[config.mk]
export PLATFORM = sky130hd
export DESIGN_NAME = lifetime_pool_swap_remove
export DESIGN_NICKNAME = d
export VERILOG_FILES = /design/src/rtl/core/lpsr_pkg.sv /design/src/rtl/core/lpsr_ctrl.sv /design/src/rtl/core/lpsr_dpath.sv /design/src/rtl/core/lifetime_pool_swap_remove.sv
export SDC_FILE = /design/constraint.sdc
export NUM_CORES = 1
export LEC_CHECK = 0
export BUFFER_PORTS_ARGS = -buffer_cell sky130_fd_sc_hd__buf_2
export CAP_MARGIN = 5
export CELL_PAD_IN_SITES_DETAIL_PLACEMENT = 1
export CELL_PAD_IN_SITES_GLOBAL_PLACEMENT = 1
export CORE_ASPECT_RATIO = 1.4
export CORE_MARGIN = 4
export CORE_UTILIZATION = 45
export CTS_CLUSTER_SIZE = 16
export DETAILED_ROUTE_END_ITERATION = 6
export GPL_TIMING_DRIVEN = 0
export PLACE_DENSITY_LB_ADDON = 0.1
export REMOVE_ABC_BUFFERS = 1
export SYNTH_ARGS = -nofsm -noshare
export SYNTH_HDL_FRONTEND = slang
export SYNTH_HIERARCHICAL = 1
export SYNTH_SLANG_ARGS = --single-unit
[constraint.sdc]
create_clock -name clock -period 4.5 [get_ports clock]
set_input_delay 0.9 -clock clock [delete_from_list [all_inputs] [get_ports clock]]
set_output_delay 0.9 -clock clock [all_outputs]
set_load 0.005 [all_outputs]
[src/rtl/core/lpsr_pkg.sv]
package lpsr_pkg;

   localparam int POOL_SIZE = 16;
   localparam int IDX_W     = $clog2(POOL_SIZE);
   localparam int CNT_W     = $clog2(POOL_SIZE + 1);
   localparam int LIFE_W    = 16;
   localparam logic [LIFE_W-1:0] STEP_RESET = 16'd256;

   typedef enum logic [1:0] {
      ACT_ADD    = 2'd0,
      ACT_REMOVE = 2'd1,
      ACT_TICK   = 2'd2,
      ACT_NOP    = 2'd3
   } act_type;

   typedef enum logic [1:0] {
      ST_OK    = 2'd0,
      ST_FULL  = 2'd1,
      ST_RANGE = 2'd2
   } status_type;

   typedef enum logic [3:0] {
      S_IDLE,
      S_ADD,
      S_RM_RD,
      S_RM_MV,
      S_RM_CLR,
      S_DEC_RD,
      S_DEC_WR,
      S_SCAN_RD,
      S_SCAN_CHK,
      S_SW_MV,
      S_SW_CLR,
      S_DONE
   } ctl_state_type;

   typedef enum logic [0:0] {
      RA_IDX,
      RA_LAST
   } rd_addr_type;

   typedef enum logic [1:0] {
      WA_LIVE,
      WA_IDX,
      WA_LAST
   } wr_addr_type;

   typedef enum logic [1:0] {
      WD_LIFE,
      WD_RDATA,
      WD_DEC,
      WD_ZERO
   } wr_data_type;

   typedef struct packed {
      logic        accept;
      logic        rd_en;
      rd_addr_type rd_sel;
      logic        wr_en;
      wr_addr_type wa_sel;
      wr_data_type wd_sel;
      logic        live_inc;
      logic        live_dec;
      logic        idx_inc;
      logic        idx_clr;
      logic        exp_inc;
      logic        added_set;
      logic        out_load;
   } dp_cmd_type;

   typedef struct packed {
      logic full;
      logic out_range;
      logic empty;
      logic idx_last;
      logic rd_zero;
   } dp_stat_type;

endpackage

[src/rtl/core/lpsr_ctrl.sv]
module lpsr_ctrl (
   input  logic                  clock,
   input  logic                  reset,
   input  logic                  req_valid,
   output logic                  req_stall,
   input  logic [1:0]            req_action,
   output logic                  rsp_valid,
   input  logic                  rsp_stall,
   input  lpsr_pkg::dp_stat_type stat,
   output lpsr_pkg::dp_cmd_type  cmd
);
   import lpsr_pkg::*;

   ctl_state_type state_ff, state_in;
   logic          rsp_valid_ff, rsp_valid_in;
   logic          out_free;
   act_type       act;

   assign act      = act_type'(req_action);
   assign out_free = !rsp_valid_ff || !rsp_stall;

   always_ff @(posedge clock) begin
      if (reset) begin
         state_ff     <= S_IDLE;
         rsp_valid_ff <= 1'b0;
      end else begin
         state_ff     <= state_in;
         rsp_valid_ff <= rsp_valid_in;
      end
   end

   always_comb begin
      state_in = state_ff;
      case (state_ff)
         S_IDLE: begin
            if (req_valid) begin
               case (act)
                  ACT_ADD:    state_in = stat.full ? S_DONE : S_ADD;
                  ACT_REMOVE: state_in = stat.out_range ? S_DONE : S_RM_RD;
                  ACT_TICK:   state_in = stat.empty ? S_DONE : S_DEC_RD;
                  default:    state_in = S_DONE;
               endcase
            end
         end
         S_ADD:      state_in = S_DONE;
         S_RM_RD:    state_in = S_RM_MV;
         S_RM_MV:    state_in = S_RM_CLR;
         S_RM_CLR:   state_in = S_DONE;
         S_DEC_RD:   state_in = S_DEC_WR;
         S_DEC_WR:   state_in = stat.idx_last ? S_SCAN_RD : S_DEC_RD;
         S_SCAN_RD:  state_in = S_SCAN_CHK;
         S_SCAN_CHK: begin
            if (stat.rd_zero)       state_in = S_SW_MV;
            else if (stat.idx_last) state_in = S_DONE;
            else                    state_in = S_SCAN_RD;
         end
         S_SW_MV:    state_in = S_SW_CLR;
         // slot idx gets rechecked unless it was the last live one
         S_SW_CLR:   state_in = stat.idx_last ? S_DONE : S_SCAN_RD;
         S_DONE:     state_in = out_free ? S_IDLE : S_DONE;
         default:    state_in = S_IDLE;
      endcase
   end

   always_comb begin
      cmd = '0;
      cmd.rd_sel = RA_IDX;
      cmd.wa_sel = WA_IDX;
      cmd.wd_sel = WD_ZERO;
      case (state_ff)
         S_IDLE: begin
            cmd.accept = req_valid;
         end
         S_ADD: begin
            cmd.wr_en     = 1'b1;
            cmd.wa_sel    = WA_LIVE;
            cmd.wd_sel    = WD_LIFE;
            cmd.live_inc  = 1'b1;
            cmd.added_set = 1'b1;
         end
         S_RM_RD: begin
            cmd.rd_en  = 1'b1;
            cmd.rd_sel = RA_LAST;
         end
         S_RM_MV: begin
            cmd.wr_en  = 1'b1;
            cmd.wa_sel = WA_IDX;
            cmd.wd_sel = WD_RDATA;
         end
         S_RM_CLR: begin
            cmd.wr_en    = 1'b1;
            cmd.wa_sel   = WA_LAST;
            cmd.wd_sel   = WD_ZERO;
            cmd.live_dec = 1'b1;
         end
         S_DEC_RD: begin
            cmd.rd_en  = 1'b1;
            cmd.rd_sel = RA_IDX;
         end
         S_DEC_WR: begin
            cmd.wr_en   = 1'b1;
            cmd.wa_sel  = WA_IDX;
            cmd.wd_sel  = WD_DEC;
            cmd.idx_clr = stat.idx_last;
            cmd.idx_inc = !stat.idx_last;
         end
         S_SCAN_RD: begin
            cmd.rd_en  = 1'b1;
            cmd.rd_sel = RA_IDX;
         end
         S_SCAN_CHK: begin
            if (stat.rd_zero) begin
               cmd.rd_en  = 1'b1;
               cmd.rd_sel = RA_LAST;
            end else begin
               cmd.idx_inc = !stat.idx_last;
            end
         end
         S_SW_MV: begin
            cmd.wr_en  = 1'b1;
            cmd.wa_sel = WA_IDX;
            cmd.wd_sel = WD_RDATA;
         end
         S_SW_CLR: begin
            cmd.wr_en    = 1'b1;
            cmd.wa_sel   = WA_LAST;
            cmd.wd_sel   = WD_ZERO;
            cmd.live_dec = 1'b1;
            cmd.exp_inc  = 1'b1;
         end
         S_DONE: begin
            cmd.out_load = out_free;
         end
         default: begin
            cmd.accept = 1'b0;
         end
      endcase
   end

   always_comb begin
      rsp_valid_in = rsp_valid_ff;
      if (cmd.out_load)       rsp_valid_in = 1'b1;
      else if (!rsp_stall)    rsp_valid_in = 1'b0;
   end

   assign req_stall = (state_ff != S_IDLE);
   assign rsp_valid = rsp_valid_ff;

endmodule

[src/rtl/core/lpsr_dpath.sv]
module lpsr_dpath (
   input  logic                  clock,
   input  logic                  reset,
   input  lpsr_pkg::dp_cmd_type  cmd,
   output lpsr_pkg::dp_stat_type stat,
   input  logic [1:0]            req_action,
   input  logic [15:0]           req_lifetime,
   input  logic [3:0]            req_slot_index,
   input  logic                  csr_write_enable,
   input  logic [15:0]           csr_write_data,
   output logic [1:0]            rsp_status,
   output logic [3:0]            rsp_added_slot,
   output logic [4:0]            rsp_expired_count,
   output logic [4:0]            rsp_live_count
);
   import lpsr_pkg::*;

   logic [LIFE_W-1:0] mem [POOL_SIZE];

   logic [LIFE_W-1:0] step_ff;
   logic [CNT_W-1:0]  live_ff, live_in;
   logic [IDX_W-1:0]  idx_ff, idx_in;
   logic [CNT_W-1:0]  exp_ff, exp_in;
   logic [IDX_W-1:0]  added_ff, added_in;
   status_type        status_ff, status_in;
   logic [LIFE_W-1:0] life_ff;
   logic [LIFE_W-1:0] rdata_ff;

   logic [1:0]        out_status_ff;
   logic [IDX_W-1:0]  out_added_ff;
   logic [CNT_W-1:0]  out_exp_ff;
   logic [CNT_W-1:0]  out_live_ff;

   logic [IDX_W-1:0]  last;
   logic [IDX_W-1:0]  rd_addr;
   logic [IDX_W-1:0]  wr_addr;
   logic [LIFE_W-1:0] wr_data;
   logic [LIFE_W-1:0] dec_val;
   act_type           act;

   assign act  = act_type'(req_action);
   assign last = IDX_W'(live_ff - CNT_W'(1));

   assign stat.full      = (live_ff == CNT_W'(POOL_SIZE));
   assign stat.out_range = (CNT_W'(req_slot_index) >= live_ff);
   assign stat.empty     = (live_ff == '0);
   assign stat.idx_last  = (idx_ff == last);
   assign stat.rd_zero   = (rdata_ff == '0);

   assign dec_val = (rdata_ff > step_ff) ? (rdata_ff - step_ff) : '0;

   always_comb begin
      case (cmd.rd_sel)
         RA_LAST: rd_addr = last;
         default: rd_addr = idx_ff;
      endcase
      case (cmd.wa_sel)
         WA_LIVE: wr_addr = IDX_W'(live_ff);
         WA_LAST: wr_addr = last;
         default: wr_addr = idx_ff;
      endcase
      case (cmd.wd_sel)
         WD_LIFE:  wr_data = life_ff;
         WD_RDATA: wr_data = rdata_ff;
         WD_DEC:   wr_data = dec_val;
         default:  wr_data = '0;
      endcase
   end

   always_ff @(posedge clock) begin
      if (cmd.wr_en) begin
         mem[wr_addr] <= wr_data;
      end
      if (cmd.rd_en) begin
         rdata_ff <= mem[rd_addr];
      end
   end

   always_comb begin
      live_in   = live_ff;
      idx_in    = idx_ff;
      exp_in    = exp_ff;
      added_in  = added_ff;
      status_in = status_ff;
      if (cmd.accept) begin
         idx_in    = (act == ACT_REMOVE) ? IDX_W'(req_slot_index) : '0;
         exp_in    = '0;
         added_in  = '0;
         status_in = ST_OK;
         if (act == ACT_ADD && stat.full)             status_in = ST_FULL;
         else if (act == ACT_REMOVE && stat.out_range) status_in = ST_RANGE;
      end else begin
         if (cmd.live_inc) live_in = live_ff + CNT_W'(1);
         if (cmd.live_dec) live_in = live_ff - CNT_W'(1);
         if (cmd.idx_inc)  idx_in  = idx_ff + IDX_W'(1);
         if (cmd.idx_clr)  idx_in  = '0;
         if (cmd.exp_inc)  exp_in  = exp_ff + CNT_W'(1);
         if (cmd.added_set) added_in = IDX_W'(live_ff);
      end
   end

   always_ff @(posedge clock) begin
      if (reset) begin
         step_ff <= STEP_RESET;
         live_ff <= '0;
      end else begin
         if (csr_write_enable) step_ff <= csr_write_data;
         live_ff <= live_in;
      end
   end

   always_ff @(posedge clock) begin
      idx_ff    <= idx_in;
      exp_ff    <= exp_in;
      added_ff  <= added_in;
      status_ff <= status_in;
      if (cmd.accept) life_ff <= req_lifetime;
      if (cmd.out_load) begin
         out_status_ff <= status_ff;
         out_added_ff  <= added_ff;
         out_exp_ff    <= exp_ff;
         out_live_ff   <= live_ff;
      end
   end

   assign rsp_status        = out_status_ff;
   assign rsp_added_slot    = 4'(out_added_ff);
   assign rsp_expired_count = 5'(out_exp_ff);
   assign rsp_live_count    = 5'(out_live_ff);

endmodule

[src/rtl/core/lifetime_pool_swap_remove.sv]
// Add runs S_ADD, remove S_RM_RD, S_RM_MV, S_RM_CLR; a refused or no-op word skips to
// S_DONE, which loads the result registers behind rsp_valid. Tick: an S_DEC_RD/S_DEC_WR
// pass over the N live entries, then an S_SCAN_RD/S_SCAN_CHK scan with S_SW_MV/S_SW_CLR
// per expired entry. One word in flight; the next word is taken in the cycle rsp_valid
// rises, later while an earlier result waits on rsp_stall. Single-port pool memory.
// Reset (synchronous, active high) empties the pool and sets tick_step to 1.0.
module lifetime_pool_swap_remove (
   input  logic        clock,
   input  logic        reset,
   input  logic        req_valid,
   output logic        req_stall,
   input  logic [1:0]  req_action,
   input  logic [15:0] req_lifetime,
   input  logic [3:0]  req_slot_index,
   output logic        rsp_valid,
   input  logic        rsp_stall,
   output logic [1:0]  rsp_status,
   output logic [3:0]  rsp_added_slot,
   output logic [4:0]  rsp_expired_count,
   output logic [4:0]  rsp_live_count,
   input  logic        csr_write_enable,
   input  logic [15:0] csr_write_data
);
   import lpsr_pkg::*;

   dp_cmd_type  cmd;
   dp_stat_type stat;

   lpsr_ctrl u_ctrl (
      .clock      (clock),
      .reset      (reset),
      .req_valid  (req_valid),
      .req_stall  (req_stall),
      .req_action (req_action),
      .rsp_valid  (rsp_valid),
      .rsp_stall  (rsp_stall),
      .stat       (stat),
      .cmd        (cmd)
   );

   lpsr_dpath u_dpath (
      .clock             (clock),
      .reset             (reset),
      .cmd               (cmd),
      .stat              (stat),
      .req_action        (req_action),
      .req_lifetime      (req_lifetime),
      .req_slot_index    (req_slot_index),
      .csr_write_enable  (csr_write_enable),
      .csr_write_data    (csr_write_data),
      .rsp_status        (rsp_status),
      .rsp_added_slot    (rsp_added_slot),
      .rsp_expired_count (rsp_expired_count),
      .rsp_live_count    (rsp_live_count)
   );

endmodule
==> flow_summary.html <==
<table>
<tr><th>Metric</th><th>Value</th></tr>
<tr><th colspan="2">Status</th></tr>
<tr><td>Run status</td><td>finished clean</td></tr>
<tr><th colspan="2">Critical path</th></tr>
<tr><td>WP data required</td><td>4.75 ns</td></tr>
<tr><td>CP dominant cell by count</td><td>buf_16</td></tr>
<tr><td>Critical path peak fanout</td><td>15</td></tr>
<tr><td>Largest delay contributor family on the critical path</td><td>simple AND/OR/NAND/NOR gates</td></tr>
<tr><td>Slowest cell delay on critical path</td><td>around 0.55 ns</td></tr>
<tr><td>Type of the worst setup path</td><td>register to register</td></tr>
<tr><td>Crit path launch type</td><td>register</td></tr>
<tr><td>CP bufs+invs</td><td>3</td></tr>
<tr><td>Endpoint class of the critical path</td><td>register</td></tr>
<tr><td>Data arrival time of the critical path</td><td>4.46 ns</td></tr>
<tr><td>Cells along the critical path</td><td>nor4_1, and4_1, nor2b_2, mux2i_1, nor3_4, mux2i_4, buf_16, buf_16, buf_12, mux4_1, nor2b_1, a211oi_1, a21oi_1</td></tr>
<tr><td>Cell at the slowest stage of the critical path</td><td>mux4_1</td></tr>
<tr><th colspan="2">Clocking</th></tr>
<tr><td>CTS buffer count</td><td>35</td></tr>
<tr><td>H-tree level count</td><td>2</td></tr>
<tr><td>Library cell used as clock root buffer</td><td>clkbuf_16</td></tr>
<tr><td>CTS Sinks</td><td>around 350</td></tr>
<tr><td>Count of hold buffers inserted by post-cts repair</td><td>0</td></tr>
<tr><td>Clock latency on the worst-skew pair</td><td>approximately 0.52 ns</td></tr>
<tr><td>Clock input transition at the sequential cells of the worst setup and hold paths</td><td>about 0.06 ns</td></tr>
<tr><td>Clock Tree Buf Depth</td><td>3</td></tr>
<tr><td>TritonCTS clock tree</td><td>yes</td></tr>
<tr><th colspan="2">Yosys</th></tr>
<tr><td>Area share of fa/ha/maj cells after synthesis</td><td>2.21%</td></tr>
<tr><td>Synthesis warning total</td><td>6</td></tr>
<tr><td>Combinational family with the most area after synthesis</td><td>multiplexers</td></tr>
<tr><td>Async set-or-reset flop fraction in the synthesized netlist</td><td>0%</td></tr>
<tr><td>Synth Area in XOR/XNOR</td><td>around 1.7%</td></tr>
<tr><td>Post-synthesis compound-gate area fraction</td><td>between 6 and 7%</td></tr>
<tr><td>Area share of and/or/nand/nor cells after synthesis</td><td>~6.4%</td></tr>
<tr><td>Multiplexer area fraction after synthesis</td><td>13.9%</td></tr>
<tr><td>Post-synthesis instance total</td><td>around 940</td></tr>
<tr><td>Cell area after synthesis</td><td>15000 um2</td></tr>
<tr><td>Post-Syn Area per Cell</td><td>around 16 um2</td></tr>
<tr><td>Part of the Yosys area used for sequential elements</td><td>between 60 and 70%</td></tr>
<tr><td>Number of synthesized flops with an enable pin</td><td>310</td></tr>
<tr><td>Number of different library cells in the post-synthesis netlist</td><td>65</td></tr>
<tr><td>Post-synthesis register bit count</td><td>345</td></tr>
<tr><td>Most used flip-flop cell after synthesis</td><td>edfxtp_1</td></tr>
<tr><th colspan="2">Routing</th></tr>
<tr><td>Remaining design rule violation count</td><td>0</td></tr>
<tr><td>Initial DRT Pass Iterations</td><td>4</td></tr>
<tr><td>Count of nets left with antenna violations after detail routing</td><td>0</td></tr>
<tr><td>DR vias/cell</td><td>5.55</td></tr>
<tr><td>Total wire length</td><td>34.2 mm</td></tr>
<tr><td>Total via count after detailed routing</td><td>8237</td></tr>
<tr><td>Per-cell routed wire length</td><td>between 20 and 25 um</td></tr>
<tr><td>Violation count after the first detailed-route iteration</td><td>408</td></tr>
<tr><th colspan="2">GRT</th></tr>
<tr><td>Number of global-route vias before repair</td><td>8834</td></tr>
<tr><td>Largest net degree at the start of global routing</td><td>40</td></tr>
<tr><td>Number of antenna violations at the first check in global routing</td><td>0</td></tr>
<tr><td>First-pass GRT wire length</td><td>53.1 mm</td></tr>
<tr><td>Total gr overflow</td><td>0</td></tr>
<tr><td>Overall global routing resource usage</td><td>19.1%</td></tr>
<tr><th colspan="2">STA</th></tr>
<tr><td>Final setup slack of the worst path</td><td>0.297 ns</td></tr>
<tr><td>Maximum clock frequency</td><td>around 0.24 GHz</td></tr>
<tr><td>Headroom to the max-slew limit</td><td>between 10% and 20%</td></tr>
<tr><td>Final Setup Violations</td><td>0</td></tr>
<tr><td>Share of the cycle needed by the critical path after routing</td><td>93.4%</td></tr>
<tr><td>Post-route clock skew</td><td>approximately 0.014 ns</td></tr>
<tr><td>Unrepaired setup endpoints after global routing</td><td>no</td></tr>
<tr><td>Actual slew at the worst max-slew pin</td><td>1.25 ns</td></tr>
<tr><td>Final critical delay including setup and external delays</td><td>~4.2 ns</td></tr>
<tr><td>Hold Vio Cnt, Final</td><td>0</td></tr>
<tr><td>Fin Hold WS</td><td>0.419 ns</td></tr>
<tr><td>Max-slew violation count</td><td>0</td></tr>
<tr><th colspan="2">Power</th></tr>
<tr><td>Total power consumption of the routed design</td><td>13300 uW</td></tr>
<tr><td>Worst vdd rail ir drop</td><td>approximately 0.41 mV</td></tr>
<tr><td>Leakage</td><td>0.00606 uW</td></tr>
<tr><td>Cell Pwr Density</td><td>762 nW/um2</td></tr>
<tr><th colspan="2">Floorplanning</th></tr>
<tr><td>Placeable core region</td><td>approximately 33000 um2</td></tr>
<tr><td>Overall die height</td><td>224 um</td></tr>
<tr><td>Total number of placement rows</td><td>around 80</td></tr>
<tr><td>Die span in x</td><td>162 um</td></tr>
<tr><td>Full die area</td><td>36400 um2</td></tr>
<tr><td>Starting Density</td><td>46.0%</td></tr>
<tr><td>Boundary Pins</td><td>61</td></tr>
<tr><th colspan="2">Place</th></tr>
<tr><td>Port bufs</td><td>60</td></tr>
<tr><td>Cell area after placement</td><td>16300 um2</td></tr>
<tr><td>Placer Congestion</td><td>0.812</td></tr>
<tr><td>Total half-perimeter wirelength after legalization and detailed placement</td><td>approximately 23 mm</td></tr>
<tr><td>Worst setup timing slack at the placement stage</td><td>-0.756 ns</td></tr>
<tr><th colspan="2">Finish</th></tr>
<tr><td>Final net count</td><td>approximately 1100</td></tr>
<tr><td>Layout cell share with drive strength beyond 1</td><td>22.5%</td></tr>
<tr><td>Util after Layout</td><td>53.3%</td></tr>
<tr><td>Antenna diode count</td><td>0</td></tr>
<tr><td>Filler cell count</td><td>3080</td></tr>
<tr><td>Most common cell after layout, fill and taps aside</td><td>edfxtp_1</td></tr>
<tr><td>Multi-input gate area in the final layout</td><td>4710 um2</td></tr>
<tr><td>Most used cells in the layout excluding fill and tap cells</td><td>edfxtp_1 (310), buf_2 (60), mux2i_1 (55), nor2_1 (52), mux4_2 (48)</td></tr>
<tr><td>Area growth from synthesis to final layout</td><td>15.9%</td></tr>
<tr><td>Sequential standard cell area</td><td>between 10000 and 15000 um2</td></tr>
<tr><td>Final instance area</td><td>17400 um2</td></tr>
<tr><th colspan="2">Run</th></tr>
<tr><td>Number of maximum-capacitance violations</td><td>0</td></tr>
<tr><th colspan="2">Min path</th></tr>
<tr><td>Worst min-delay path class</td><td>register to register</td></tr>
</table>
## stage by stage
step	std cells	TNS, ns
2_1_floorplan	886	-68.76
3_3_place_gp	1386	-144.44
3_5_place_dp	1415	-8.34
4_1_cts	1476	0
5_1_grt	1484	0
6_report	1484	0
## worst paths after layout
check / startpoint / endpoint / slack, ns / cells after the start
worst max-delay path: u_dpath/rdata_ff[13] / u_dpath/rdata_ff[15] / 0.30 / 13
worst min-delay path: u_dpath/status_ff[0] / u_dpath/rsp_status[0] / 0.42 / 0
worst max register to register: u_dpath/rdata_ff[13] / u_dpath/rdata_ff[15] / 0.30 / 13
worst min register to register: u_dpath/status_ff[0] / u_dpath/rsp_status[0] / 0.42 / 0
## Yosys cell counts (10+ instances only)
| library cell | instances | area, um2 |
|---|---|---|
| clkbuf_1 | 24 | 90.1 |
| xnor2_1 | 19 | 166 |
| mux2i_1 | 56 | 561 |
| ha_1 | 25 | 313 |
| inv_1 | 23 | 86.3 |
| xor2_1 | 10 | 87.6 |
| nor2b_1 | 25 | 156 |
| o21ai_0 | 12 | 60.1 |
| nand2_1 | 38 | 143 |
| mux4_1 | 16 | 420 |
| nand3_1 | 12 | 60.1 |
| buf_2 | 14 | 70.1 |
| a211oi_1 | 19 | 143 |
| mux4_2 | 48 | 1080 |
| dfxtp_1 | 35 | 701 |
| a21oi_1 | 42 | 210 |
| nor2_1 | 68 | 255 |
| edfxtp_1 | 310 | 9310 |
| o22ai_1 | 16 | 100 |
## worst reg2reg max path, cell delays in order (launching register included)
cell,delay [ns]
edfxtp_1,0.46
nor4_1,0.37
and4_1,0.36
nor2b_2,0.26
mux2i_1,0.14
nor3_4,0.31
mux2i_4,0.34
buf_16,0.20
buf_16,0.18
buf_12,0.19
mux4_1,0.57
nor2b_1,0.14
a211oi_1,0.30
a21oi_1,0.11
## repair_timing
item,in CTS,in global routing
gates resized for setup,2,2
cloned,0,0
buffers inserted,3,0
setup endpoints to repair,32,17
pin swaps,1,0
## power by group
part / internal [uW] / total [uW] / switching (uW) / leakage, uW
Sequential: 4660 / 5020 / 359 / 0.00315
Clock: 1510 / 2660 / 1160 / 0.000510
Combinational: 2390 / 5580 / 3190 / 0.00240
Total: 8560 / 13300 / 4710 / 0.00606
## layout make-up
cell class / count / area share (%)
sequential: 345 / 57.5
inverter: 26 / 0.560
multi-input combinational: 515 / 27.1
clock buffer: 45 / 5.53
clock inverter: 13 / 0.417
tap: 440 / 3.16
timing repair buffer: 100 / 5.78
## flip-flops by register name, indices dropped and copies added (netlist names)
signal / count
u_dpath/mem: 256
u_dpath/life_ff: 16
u_dpath/rdata_ff: 16
u_dpath/step_ff: 16
u_dpath/exp_ff: 5
u_dpath/live_ff: 5
u_dpath/rsp_expired_count: 5
u_dpath/rsp_live_count: 5
u_ctrl/state_ff: 4
u_dpath/added_ff: 4
u_dpath/idx_ff: 4
u_dpath/rsp_added_slot: 4
u_dpath/rsp_status: 2
u_dpath/status_ff: 2
u_ctrl/rsp_valid: 1
## per-layer routing
metal,wire length [um],global-route usage (%),vias to the layer above
met3,1160,2.77,51
li1,-,-,3839
met4,776,5.21,0
met5,0,0,-
met1,14600,25.1,4207
met2,17700,33.2,140
## logic make-up after synthesis
| kind of cell | Yosys count |
|---|---|
| adder cells (fa/ha/maj) | 26 |
| flip-flops | 345 |
| AND/OR/NAND/NOR | 195 |
| XOR/XNOR | 29 |
| AO/OA/AOI/OAI | 143 |
| buffers and inverters | 79 |
| multiplexers | 122 |
(Power assumes the default switching activity.)
